--- config.mk ---
export PLATFORM = sky130hd
export DESIGN_NAME = tpts_outq
export DESIGN_NICKNAME = d
export VERILOG_FILES = /design/src/rtl/tpts_pkg.sv /design/src/rtl/tpts_outq.sv
export SDC_FILE = /design/constraint.sdc
export NUM_CORES = 1
export LEC_CHECK = 0
export ABC_AREA = 1
export BUFFER_PORTS_ARGS = -buffer_cell sky130_fd_sc_hd__buf_2
export CORE_ASPECT_RATIO = 0.7
export CORE_MARGIN = 4
export CORE_UTILIZATION = 41
export CTS_CLUSTER_SIZE = 25
export DETAILED_ROUTE_END_ITERATION = 16
export MAX_ROUTING_LAYER = met4
export SYNTH_ARGS = -nofsm -noshare
export SYNTH_HDL_FRONTEND = slang
export SYNTH_SLANG_ARGS = --single-unit
--- constraint.sdc ---
create_clock -name i_clk -period 3.3 [get_ports i_clk]
set_input_delay 0.165 -clock i_clk [delete_from_list [all_inputs] [get_ports i_clk]]
set_output_delay 0.165 -clock i_clk [all_outputs]
set_load 0.01 [all_outputs]
--- src/rtl/tpts_pkg.sv ---
// Shared types, widths and helpers of the tiled pattern texel sampler.
// No dependencies; used by tpts_front, tpts_back, tpts_outq, the top level and the testbench.
`default_nettype none

package tpts_pkg;

    // Default sizes handed to the top level parameters
    localparam int TILE_W_MAX_DEF  = 128;
    localparam int TILE_H_MAX_DEF  = 128;
    localparam int FRAC_BITS_DEF   = 16;

    // Field and datapath widths
    localparam int HALF_W    = 32;
    localparam int CFG_W     = 64;
    localparam int CFG_IDX_W = 3;
    localparam int PIX_W     = 12;
    localparam int TEX_IDX_W = 7;
    localparam int RGBA_W    = 32;
    localparam int DIM_W     = 8;
    localparam int PROD1_W   = HALF_W + PIX_W + 1;
    localparam int USUM_W    = PROD1_W + 2;
    localparam int TIDX_W    = 24;
    localparam int PROD2_W   = TIDX_W + HALF_W;
    localparam int SSUM_W    = PROD2_W + 4;

    // Queue depths
    localparam int FRONT_DEPTH = 4;
    localparam int OUT_DEPTH   = 8;
    localparam int LEVEL_W     = $clog2(OUT_DEPTH + 1);

    typedef enum logic {
        OP_LOAD   = 1'b0,
        OP_SAMPLE = 1'b1
    } t_opcode;

    typedef enum logic [CFG_IDX_W-1:0] {
        REG_TILE_U_COEFFS  = 3'd0,
        REG_TILE_V_COEFFS  = 3'd1,
        REG_TILE_UV_ORIGIN = 3'd2,
        REG_STEP_ACROSS    = 3'd3,
        REG_STEP_DOWN      = 3'd4,
        REG_SOURCE_ORIGIN  = 3'd5,
        REG_SOURCE_WIDTH   = 3'd6,
        REG_SOURCE_HEIGHT  = 3'd7
    } t_cfg_reg;

    typedef struct packed {
        logic [CFG_W-1:0] tile_u_coeffs;
        logic [CFG_W-1:0] tile_v_coeffs;
        logic [CFG_W-1:0] tile_uv_origin;
        logic [CFG_W-1:0] step_across;
        logic [CFG_W-1:0] step_down;
        logic [CFG_W-1:0] source_origin;
        logic [DIM_W-1:0] source_width;
        logic [DIM_W-1:0] source_height;
    } t_cfg;

    // One classified item on its way from the front to the back
    typedef struct packed {
        t_opcode               op;
        logic                  load_ok;
        logic [PIX_W-1:0]      px;
        logic [PIX_W-1:0]      py;
        logic [TEX_IDX_W-1:0]  col;
        logic [TEX_IDX_W-1:0]  row;
        logic [RGBA_W-1:0]     rgba;
    } t_work_item;

    typedef struct packed {
        logic [RGBA_W-1:0] rgba;
        logic              in_bounds;
    } t_result;

    // Column / x half of a packed register
    function automatic logic signed [HALF_W-1:0] half_lo(input logic [CFG_W-1:0] w);
        half_lo = $signed(w[HALF_W-1:0]);
    endfunction

    // Row / y half of a packed register
    function automatic logic signed [HALF_W-1:0] half_hi(input logic [CFG_W-1:0] w);
        half_hi = $signed(w[CFG_W-1:HALF_W]);
    endfunction

endpackage

`default_nettype wire

--- src/rtl/tpts_outq.sv ---
// Result queue between the sampling pipeline and the result ports.
// Depends on tpts_pkg.
`default_nettype none

module tpts_outq (
    input  wire logic                          i_clk,
    input  wire logic                          i_rst_n,
    input  wire logic                          i_push,
    input  wire tpts_pkg::t_result             i_res,
    output logic [tpts_pkg::LEVEL_W-1:0]       o_level,
    input  wire logic                          i_pop,
    output logic                               o_empty,
    output tpts_pkg::t_result                  o_res
);

    localparam int Depth = tpts_pkg::OUT_DEPTH;
    localparam int PtrW  = (Depth > 1) ? $clog2(Depth) : 1;
    localparam int CntW  = tpts_pkg::LEVEL_W;

    tpts_pkg::t_result r_q [Depth];
    logic [PtrW-1:0]   r_wr_ptr, n_wr_ptr;
    logic [PtrW-1:0]   r_rd_ptr, n_rd_ptr;
    logic [CntW-1:0]   r_cnt, n_cnt;
    logic              s_rd;

    assign o_empty = (r_cnt == '0);
    assign o_level = r_cnt;
    assign o_res   = r_q[r_rd_ptr];
    assign s_rd    = i_pop && !o_empty;

    // Advance pointers and fill count
    always_comb begin
        n_wr_ptr = r_wr_ptr;
        n_rd_ptr = r_rd_ptr;
        n_cnt    = r_cnt;
        if (i_push) begin
            n_wr_ptr = (r_wr_ptr == PtrW'(Depth - 1)) ? '0 : r_wr_ptr + 1'b1;
        end
        if (s_rd) begin
            n_rd_ptr = (r_rd_ptr == PtrW'(Depth - 1)) ? '0 : r_rd_ptr + 1'b1;
        end
        if (i_push && !s_rd) begin
            n_cnt = r_cnt + 1'b1;
        end else if (!i_push && s_rd) begin
            n_cnt = r_cnt - 1'b1;
        end
    end

    always_ff @(posedge i_clk) begin
        if (!i_rst_n) begin
            r_wr_ptr <= '0;
            r_rd_ptr <= '0;
            r_cnt    <= '0;
        end else begin
            r_wr_ptr <= n_wr_ptr;
            r_rd_ptr <= n_rd_ptr;
            r_cnt    <= n_cnt;
        end
    end

    // Result storage
    always_ff @(posedge i_clk) begin
        if (i_push) begin
            r_q[r_wr_ptr] <= i_res;
        end
    end

endmodule

`default_nettype wire

## Word level (Yosys, flattened, before mapping)

Memory sizes are Yosys's and may differ from the RTL's. A register that Yosys moved wholly into a read port is not among the register bits.
Cells that the tools add are included.

- Memories: 1
- Bits in writable memories: 264
- Output and inout bits: 38
- Register bits after elaboration: 10
- Logic and storage cells: 26

- Multiplexer cells: 8
- Equal/unequal tests: 2
- Reduce and logical (&&, ||, !) cells: 8
- Add/sub/neg operators: 4

Memories:

| memory | words | width | rd ports | clocked after Yosys merged registers in | write ports | line | source |
|---|---|---|---|---|---|---|---|
| r_q | 8 | 33 | 1 | 1 | 1 | tpts_outq.sv:20 | `tpts_pkg::t_result r_q [Depth];` |

Operators by type and width:

| kind | number |
|---|---|
| two-way mux 3 bit | 4 |
| two-way mux 4 bit | 2 |
| adder 3 x 1 -> 3 bit (second input constant) | 2 |
| == test 3 bit (second input constant) | 2 |
| adder 4 x 1 -> 4 bit (second input constant) | 1 |
| logical NOT 4 bit | 1 |
| subtractor 4 x 1 -> 4 bit (second input constant) | 1 |
| logical AND 1 bit | 3 |
| logical NOT 1 bit | 3 |
| two-way mux 1 bit | 2 |
| nonzero test 2 bit | 1 |

## Depth between registers and ports, before layout

Gate-level depths: netlist of run 1.

- Word-level depth: 6
- Depth in mapped cells: 13
- Mapped depth without buffers: 13

## Worst setup path before layout of run 1

OpenSTA, ideal clock, no wires.

- Path type: register -> register
- Start: register r_wr_ptr[2]
- End: memory r_q[2][0] in the netlist's numbering (enable)
- Data required time: 2877 ps
- Stages on the path, launching flop included: 4
- Arrival time: 1872 ps
- Path buffers: 0
- Clock period less this slack: 2295 ps
- Slack: 1005 ps
- Cells stage by stage: dfxtp_1 > inv_1 > nand2_1 > nor2_1

RTL lines:

| what | line | source |
|---|---|---|
| start: declaration | tpts_outq.sv:21 | `logic [PtrW-1:0] r_wr_ptr, n_wr_ptr;` |
| start signal: assignment | tpts_outq.sv:55 | `r_wr_ptr <= n_wr_ptr;` |
| end: declaration | tpts_outq.sv:20 |  |

No word-level cell before the write port.

==> summary.md, run 1 <==
| Metric | Value |
|---|---|
| Status | complete, no violations |
| Final Slew Violations | 0 |
| Critical Path Max Stage Delay | 0.52 ns |
| Clock skew | about 0.014 ns |
| DR WL/cell | 16.70 um |
| Worst Path Required | 3.13 ns |
| Sum of overflow across all layers after global routing | 0 |
| Sink Count | around 280 |
| Terminus of the critical flop-to-flop path | o_level[3]$_SDFFE_PN0P_ |
| Total GRT Usage | 0.1668 |
| Final hold vios | 0 |
| Fin crit share | 0.7674 |
| Clk slew on worst S/H paths | ~0.06 ns |
| Number of synthesized register bits | around 280 |
| Num CTS Buffers | 27 |
| Starting Density | 0.4180 |
| Worst r2r path cells | 11 |
| Vias per cell | between 4 and 5 |
| Synth Cell Area | roughly 0.011 mm2 |
| Worst min-delay path category | primary input to register |
| Avg Inst Size Synth | 11.51 um2 |
| Finished Layout Cells | roughly 1,500 |
| RSZ-0062 raised after global routing | false |
| Number of port buffers | 74 |
| WL final | between 20,000 and 25,000 um |
| Critical path cell sequence | inv_4 -> buf_4 -> o21ai_0 -> nand2_1 -> nand2_1 -> nand2_1 -> buf_2 |
| Die width | roughly 210 um |
| Fillers | about 2,400 |
| Clock buffer depth | 3 |
| Die Height | roughly 150 um |
| Worst Setup EP | o_res[13] |
| Layout cells sized above 1 | 0.1359 |
| Worst-path maximum fanout | 71 |
| Setup bufs post-CTS | 0 |
| H-tree depth | 1 |
| Tmin final | ~2.5 ns |
| Die area | about 0.03 mm2 |
| CTS tree | built |
| Final Wtd Congestion | 0.7598 |
| Max stage delay cell, worst path | inv_4 |
| FMAX | approximately 0.39 GHz |
| IO Pins | 75 |
| Initial drt markers | around 490 |
| TritonRoute pass-1 iters | 4 |
| Pin count of the biggest net entering global routing | approximately 130 |
| Clock root cell | clkbuf_16 |
| Cells after Synth | roughly 1,000 |
| Critical R2R Launch | o_level[0]$_SDFFE_PN0P_ |
| Synth-to-layout area growth | 18.18% |
| Worst hold slack | 0.4479 ns |
| Routed vias | approximately 7,100 |
| P_leak | a little under 5 nW |
| Core Rows | 50 |
| CP arrival | 2.37 ns |
| Setup violators final | 0 |
| Power density over cell area | roughly 690 mW/mm2 |
| Worst slack at placement | approximately 1.2 ns |
| DRC viols | 0 |
| Syn nets | a little over 1,000 |
| Worst path most repeated cell | nand2_1 |
| Critical Path Sink Type | output pin |
| Core area | approximately 0.027 mm2 |
| First-pass GRT wire length | between 30,000 and 40,000 um |
| Slew @ Worst Pin | between 0.8 and 0.9 ns |
| Placed Cells | 1,381 |
| Ys Warns | 0 |
| Clock latency on the worst-skew pair | between 0.5 and 0.6 ns |
| Initial antenna violation count | 1 |
| Max cap viols | 0 |
| Setup_tns | 0 ns |
| Fin worst setup slack | roughly 0.77 ns |
| Max-slew headroom | 0.4121 |
| Reg2Reg Setup Slack | approximately 1.2 ns |
| Detailed Place HPWL | 13,550 um |
| NumNets Final | 1,128 |
| Vias in the first global route | 7,005 |
| Detail Route Antenna Nets | 0 |
| Crit Path Category | register to output pin |
| Worst setup SP type | register |
| Post-synthesis sequential area ratio | 0.7316 |
| Netlist cell types | 20 |
| Peak VDD IR | roughly 0.45 mV |
-- synth_stat cells (all sizes together) --
cell type	count	area, um2
nor2	280	1051
edfxtp	264	7928
nand2	186	698.2
o21ai	136	680.7
buf	40	269.0
inv	18	70.07
dfxtp	13	260.3
clkbuf	10	37.54
a21oi	8	40.04
ha	7	87.58
nand3	7	35.03
fa	1	20.02
or2	1	6.260
xor2	1	8.760
-- per-stage QoR --
stage,cell area (um2),power (mW),util
after floorplan,11190,5.522,-
after global placement,11960,6.107,0.4466
after detailed placement,11960,6.126,0.4466
after CTS,13220,9.261,0.4939
after global routing,13230,9.681,0.4940
final,13230,9.158,0.4940
-- state kept, by name (all words and copies together) (netlist names), named ones only --
register / flops
o_level: 4
r_q: 264
r_rd_ptr: 3
r_wr_ptr: 3
-- placed cells by master (no fill, tap or decap), types with 8 or more instances in the layout --
master         count
inv_1             16
o21ai_1           81
clkbuf_16         27
nand2_1          186
nor2_1           272
dlygate4sd3_1     37
dfxtp_1           11
buf_4             19
buf_2             74
a21oi_1            8
edfxtp_1         264
o21ai_0           55
nor2_4             8
-- kinds of logic after synthesis --
logic type	synth area share
adders and majority gates	0.009614
buffers and inverters	0.03365
DFF	0.7316
and+or+nand+nor	0.1600
AOI/OAI and AO/OA	0.06439
xor gates and xnor gates	0.0007827
-- where the power goes --
| group | switching (mW) | total [mW] | internal (mW) |
|---|---|---|---|
| Clock | 1.28 | 3.09 | 1.82 |
| Sequential | 0.0577 | 4.04 | 3.98 |
| Combinational | 1.35 | 2.03 | 0.678 |
| Total | 2.69 | 9.16 | 6.47 |
-- final cells by class --
class | instances | area (um2) | share of cell area
Sequential cell | 277 | 8193 | 0.6194
Multi-Input combinational cell | 627 | 2688 | 0.2032
Timing Repair Buffer | 132 | 923.4 | 0.06981
Clock buffer | 29 | 683.2 | 0.05165
Tap cell | 364 | 455.4 | 0.03443
Clock inverter | 21 | 211.5 | 0.01599
Inverter | 18 | 70.07 | 0.005298
Antenna cell | 1 | 2.502 | 0.0001892
-- routing by layer --
metal  track usage  vias up  routed length, um
met4       0.03514        0                475
met2        0.2523      147              10920
met3       0.02442       39               1012
li1              -     3538                  -
met1        0.2429     3341              12120
met5             -        -                  0
-- what timing repair did --
action / in CTS / in global routing
endpoints found under the hold margin: 275 / 0
gates resized for setup: 0 / 0
hold buffers: 37 / 0
-- worst min path at each step --
| stage | startpoint | endpoint | slack (ns) | cells after the start |
|---|---|---|---|---|
| after CTS | i_res[15] | r_q[5][15]$_DFFE_PP_ | 0.43 | 2 |
| after global routing | i_res[25] | r_q[7][25]$_DFFE_PP_ | 0.46 | 2 |
| after global placement | i_res[10] | r_q[6][10]$_DFFE_PP_ | 0.44 | 1 |
| final | i_res[18] | r_q[7][18]$_DFFE_PP_ | 0.45 | 2 |
| after floorplan | i_res[0] | r_q[0][0]$_DFFE_PP_ | 0.26 | 0 |
| after detailed placement | i_res[10] | r_q[6][10]$_DFFE_PP_ | 0.44 | 1 |
-- worst max-delay path, delay by kind of cell, from the launching register on --
family	cells	cell delay [ns]
compound gates	1	0.14
simple gates	3	0.22
flops	1	0.36
buf+inv	3	1.08
Note: power is estimated with default switching activity, not from simulation.
==> inputs of run 2 (changes only) <==
--- a/config.mk
+++ b/config.mk
@@ -5,7 +5,7 @@
 export SDC_FILE = /design/constraint.sdc
 export NUM_CORES = 1
 export LEC_CHECK = 0
-export ABC_AREA = 1
+export ABC_AREA = 0
 export BUFFER_PORTS_ARGS = -buffer_cell sky130_fd_sc_hd__buf_2
 export CORE_ASPECT_RATIO = 0.7
 export CORE_MARGIN = 4
==> constraint.sdc (replaced) <==
create_clock -name i_clk -period 2.5 [get_ports i_clk]
set_input_delay 0.125 -clock i_clk [delete_from_list [all_inputs] [get_ports i_clk]]
set_output_delay 0.125 -clock i_clk [all_outputs]
set_load 0.01 [all_outputs]
==> summary.md, run 2 <==
| Metric | Value |
|---|---|
| Avg Inst Size Synth | 23.34 um2 (+100%) |
| Max stage delay cell, worst path | mux4_2 |
| Routed vias | 4,878 (-31%) |
| Critical path cell sequence | buf_12 -> mux4_2 -> mux2_2 -> buf_2 |
| Commonest non-fill, non-tap cell in the layout | edfxtp_1 |
| Most common cell in the netlist | edfxtp_1 |
| DRC viols | 0 (unchanged) |
| Worst hold slack | 0.01954 ns (-0.4284 ns) |
| RSZ-0062 raised after global routing | false |
| CTS resizes | 0 (unchanged) |
| Pwr Total | 11.16 mW (+22%) |
| TritonRoute pass-1 iters | 6 (+2) |
| Fillers | 2,020 (-17%) |
| First-pass GRT wire length | 31,510 um (-19%) |
| Slew @ Worst Pin | 0.5659 ns (-0.3139 ns) |
| Worst setup SP type | register |
| Num CTS Buffers | 27 (unchanged) |
| Reg2Reg Setup Slack | 0.30 ns (-0.94 ns) |
| Setup bufs post-CTS | 0 (unchanged) |
| Final hold vios | 0 (unchanged) |
| Flop pwr share | 0.477 (+0.036) |
| Vias per cell | 5.240 (+8.9%) |
| Power density over cell area | 877.7 mW/mm2 (+27%) |
| Sw Ratio | 0.2342 (-0.05918) |
| FMAX | 0.4221 GHz |
| Syn nets | 498 (-51%) |
| Clk slew on worst S/H paths | 0.06 ns (about the same) |
| Crit Path Category | register to output pin |
| NetSw | 2.615 mW (-2.7%) |
| Critical Path Sink Type | output pin |
| Clock skew | 0.007043 ns (-0.007449 ns) |
| P_leak | 4.125 nW (-17%) |
| Pin count of the biggest net entering global routing | 41 (-69%) |
| Number of synthesized flops with an enable pin | 264 (unchanged) |
| N_diodes | 0 (-1) |
| Clock root cell | clkbuf_16 |
| Initial antenna violation count | 0 (-1) |
| Die Height | 142.4 um (-2.6%) |
| Tmin final | between 2 and 2.5 ns |
| Clock buffer depth | 3 (unchanged) |
| Status | complete, no violations |
| Setup violators final | 0 (unchanged) |
| Global routing met3 resource utilization | 0.02769 (+0.003263) |
| Fin crit share | 0.9476 |
| CTS tree | built |
| Post-synth top area share | 0.7496 (+0.04132) |
| Layout cells sized above 1 | 0.3993 (+0.2635) |
| Max cap viols | 0 (unchanged) |
| Placed Cells | 852 (-38%) |
| Worst Path Required | 2.38 ns (-0.75 ns) |
| Initial drt markers | 278 (-44%) |
| Setup_tns | 0 ns (unchanged) |
| Critical Path Max Stage Delay | 0.54 ns (+0.02 ns) |
| CP top delay family | multiplexers |
| CP arrival | 2.24 ns (-0.13 ns) |
| Peak VDD IR | 0.6008 mV (+32%) |
| Die area | 0.02847 mm2 (-5.3%) |
| Detailed Place HPWL | 11,620 um (-14%) |
| Worst min-delay path category | primary input to register |
| Detail Route Antenna Nets | 0 (unchanged) |
| Fraction of registers with async set/reset | 0 (unchanged) |
| Biggest register | r_q |
| M2 GR Usage | 0.2365 (-0.01580) |
| Sum of overflow across all layers after global routing | 0 (unchanged) |
| DR WL/cell | 21.82 um (+31%) |
| Core area | 0.02498 mm2 (-6.7%) |
| NumNets Final | 635 (-44%) |
| Cells taking the most area after synthesis | edfxtp_1 (75%), mux4_2 (14%), mux2_2 (3.5%), dfxtp_1 (2.5%), ha_1 (0.83%) |
| Cells after Synth | 453 (-53%) |
| Max-slew headroom | 0.6227 (+0.2107) |
| Clock power share | 0.345 (+0.007) |
| Post-synthesis sequential area ratio | 0.7743 (+0.04267) |
| Ys Warns | 0 (unchanged) |
| Commonest non-fill, non-tap cells in the layout | edfxtp_1 (264), buf_2 (74), mux4_2 (66) |
| Yosys top cell by area | edfxtp_1 |
| Number of port buffers | 74 (unchanged) |
| Clock latency on the worst-skew pair | 0.51 ns (about the same) |
| Finished Layout Cells | 931 (-37%) |
| Synth-to-layout area growth | 20.28% |
| Number of synthesized register bits | 277 (unchanged) |
| Internal cell power | 8.549 mW (+32%) |
| Final Slew Violations | 0 (unchanged) |
| Core Rows | 48 (-4.0%) |
| IO Pins | 75 (unchanged) |
| Logic pwr share | 0.178 (-0.044) |
| Vias in the first global route | 5,268 (-25%) |
| Number of flip-flops in the largest register | 264 (unchanged) |
| Netlist cell types | 28 (+40%) |
| Worst-path maximum fanout | 40 (-44%) |
| Synth Cell Area | 0.01058 mm2 (-5.5%) |
| Starting Density | 0.4233 (+0.005287) |
| Final Wtd Congestion | 0.6942 (-8.6%) |
| Post-synth top cells | edfxtp_1 (264), mux4_2 (66), mux2_2 (33) |
| Main synth FF type | edfxtp_1 |
| WP buf/inv | 2 (-1) |
| H-tree depth | 1 (unchanged) |
| GR peak layer | met2 |
| Sink Count | 277 (unchanged) |
| Die width | 200.0 um (-2.7%) |
| WL final | 20,310 um (-17%) |
| Total GRT Usage | 0.1494 (-0.01739) |
| Grt met1 use | 0.2099 (-0.03299) |
run 2: cell types whose count changed after synthesis, moves of 5 or more:
cell,before,now
nor2b_1,0,5
o21ai_0,55,2
buf_1,6,1
a21oi_1,8,3
mux4_2,0,66
o21ai_1,81,0
mux2_2,0,33
nor2_1,280,7
inv_1,16,2
nand2_1,186,6
nand3_1,7,1
buf_2,20,6
buf_6,11,5
run 2: metrics by stage:
step	setup WS, ns	cell area [um2]	utilization
floorplan	0.1382	10590	-
global placement	0.4117	11550	0.4621
detailed placement	0.3097	11550	0.4621
CTS	0.08111	12720	0.5091
global route	0.02918	12720	0.5091
finish	0.1310	12720	0.5091
run 2: timing repair:
action | in CTS | in global routing
endpoints found under the hold margin | 277 | 0
setup endpoints to repair | 0 | 0
hold buffers | 34 | 0
run 2: final cells by class:
cell class	instances	area, um2	share of cell area
Clock inverter	14	142.6	0.01121
Sequential cell	277	8197	0.6444
Inverter	2	7.507	0.0005902
Clock buffer	31	690.7	0.05430
Tap cell	325	406.6	0.03197
Timing Repair Buffer	128	948.4	0.07456
Multi-Input combinational cell	154	2327	0.1830
run 2: worst register-to-register path: stages, from the launching register on:
cell and delay (ns):
dfxtp_1 0.39, o41ai_4 0.40, ha_1 0.22, inv_1 0.10
ha_1 0.34, a21oi_1 0.20, a211oi_1 0.10, a31oi_1 0.19
mux2i_1 0.20
run 2: path summary, 6_finish.rpt:
check	from	cells after the start	end
worst max-delay path	register	4	o_res[19]
worst min-delay path	i_push	3	r_wr_ptr[2]$_SDFFE_PN0P_
worst max register to register	o_level[1]$_SDFFE_PN0P_	8	o_level[3]$_SDFFE_PN0P_
worst min register to register	o_level[3]$_SDFFE_PN0P_	2	o_level[3]$_SDFFE_PN0P_
run 2: kinds of logic (layout without fill, tap and decap cells):
logic type / count (synthesis) / count (layout) / share of synthesized area
AO/OA/AOI/OAI: 9 / 9 / 0.006863
XOR/XNOR: 2 / 2 / 0.001657
adder cells (fa/ha/maj): 8 / 8 / 0.01017
buffers and inverters: 22 / 175 / 0.01207
flip-flops: 277 / 277 / 0.7743
multiplexers: 103 / 103 / 0.1795
AND/OR/NAND/NOR: 32 / 32 / 0.01550
run 2: per-layer routing:
layer | share of wire | vias up
met4 | 0.015 | 0
met2 | 0.49 | 117
li1 | - | 2171
met3 | 0.050 | 26
met5 | 0 | -
met1 | 0.45 | 2564
run 2: power groups by stage:
stage	Clock [mW]	Combinational [mW]	Sequential (mW)
finish	3.85	1.99	5.33
global route	4.15	2.18	5.34
CTS	3.94	2.04	5.33
detailed placement	0	1.99	5.43
global placement	0	1.95	5.41
floorplan	0	1.38	5.41
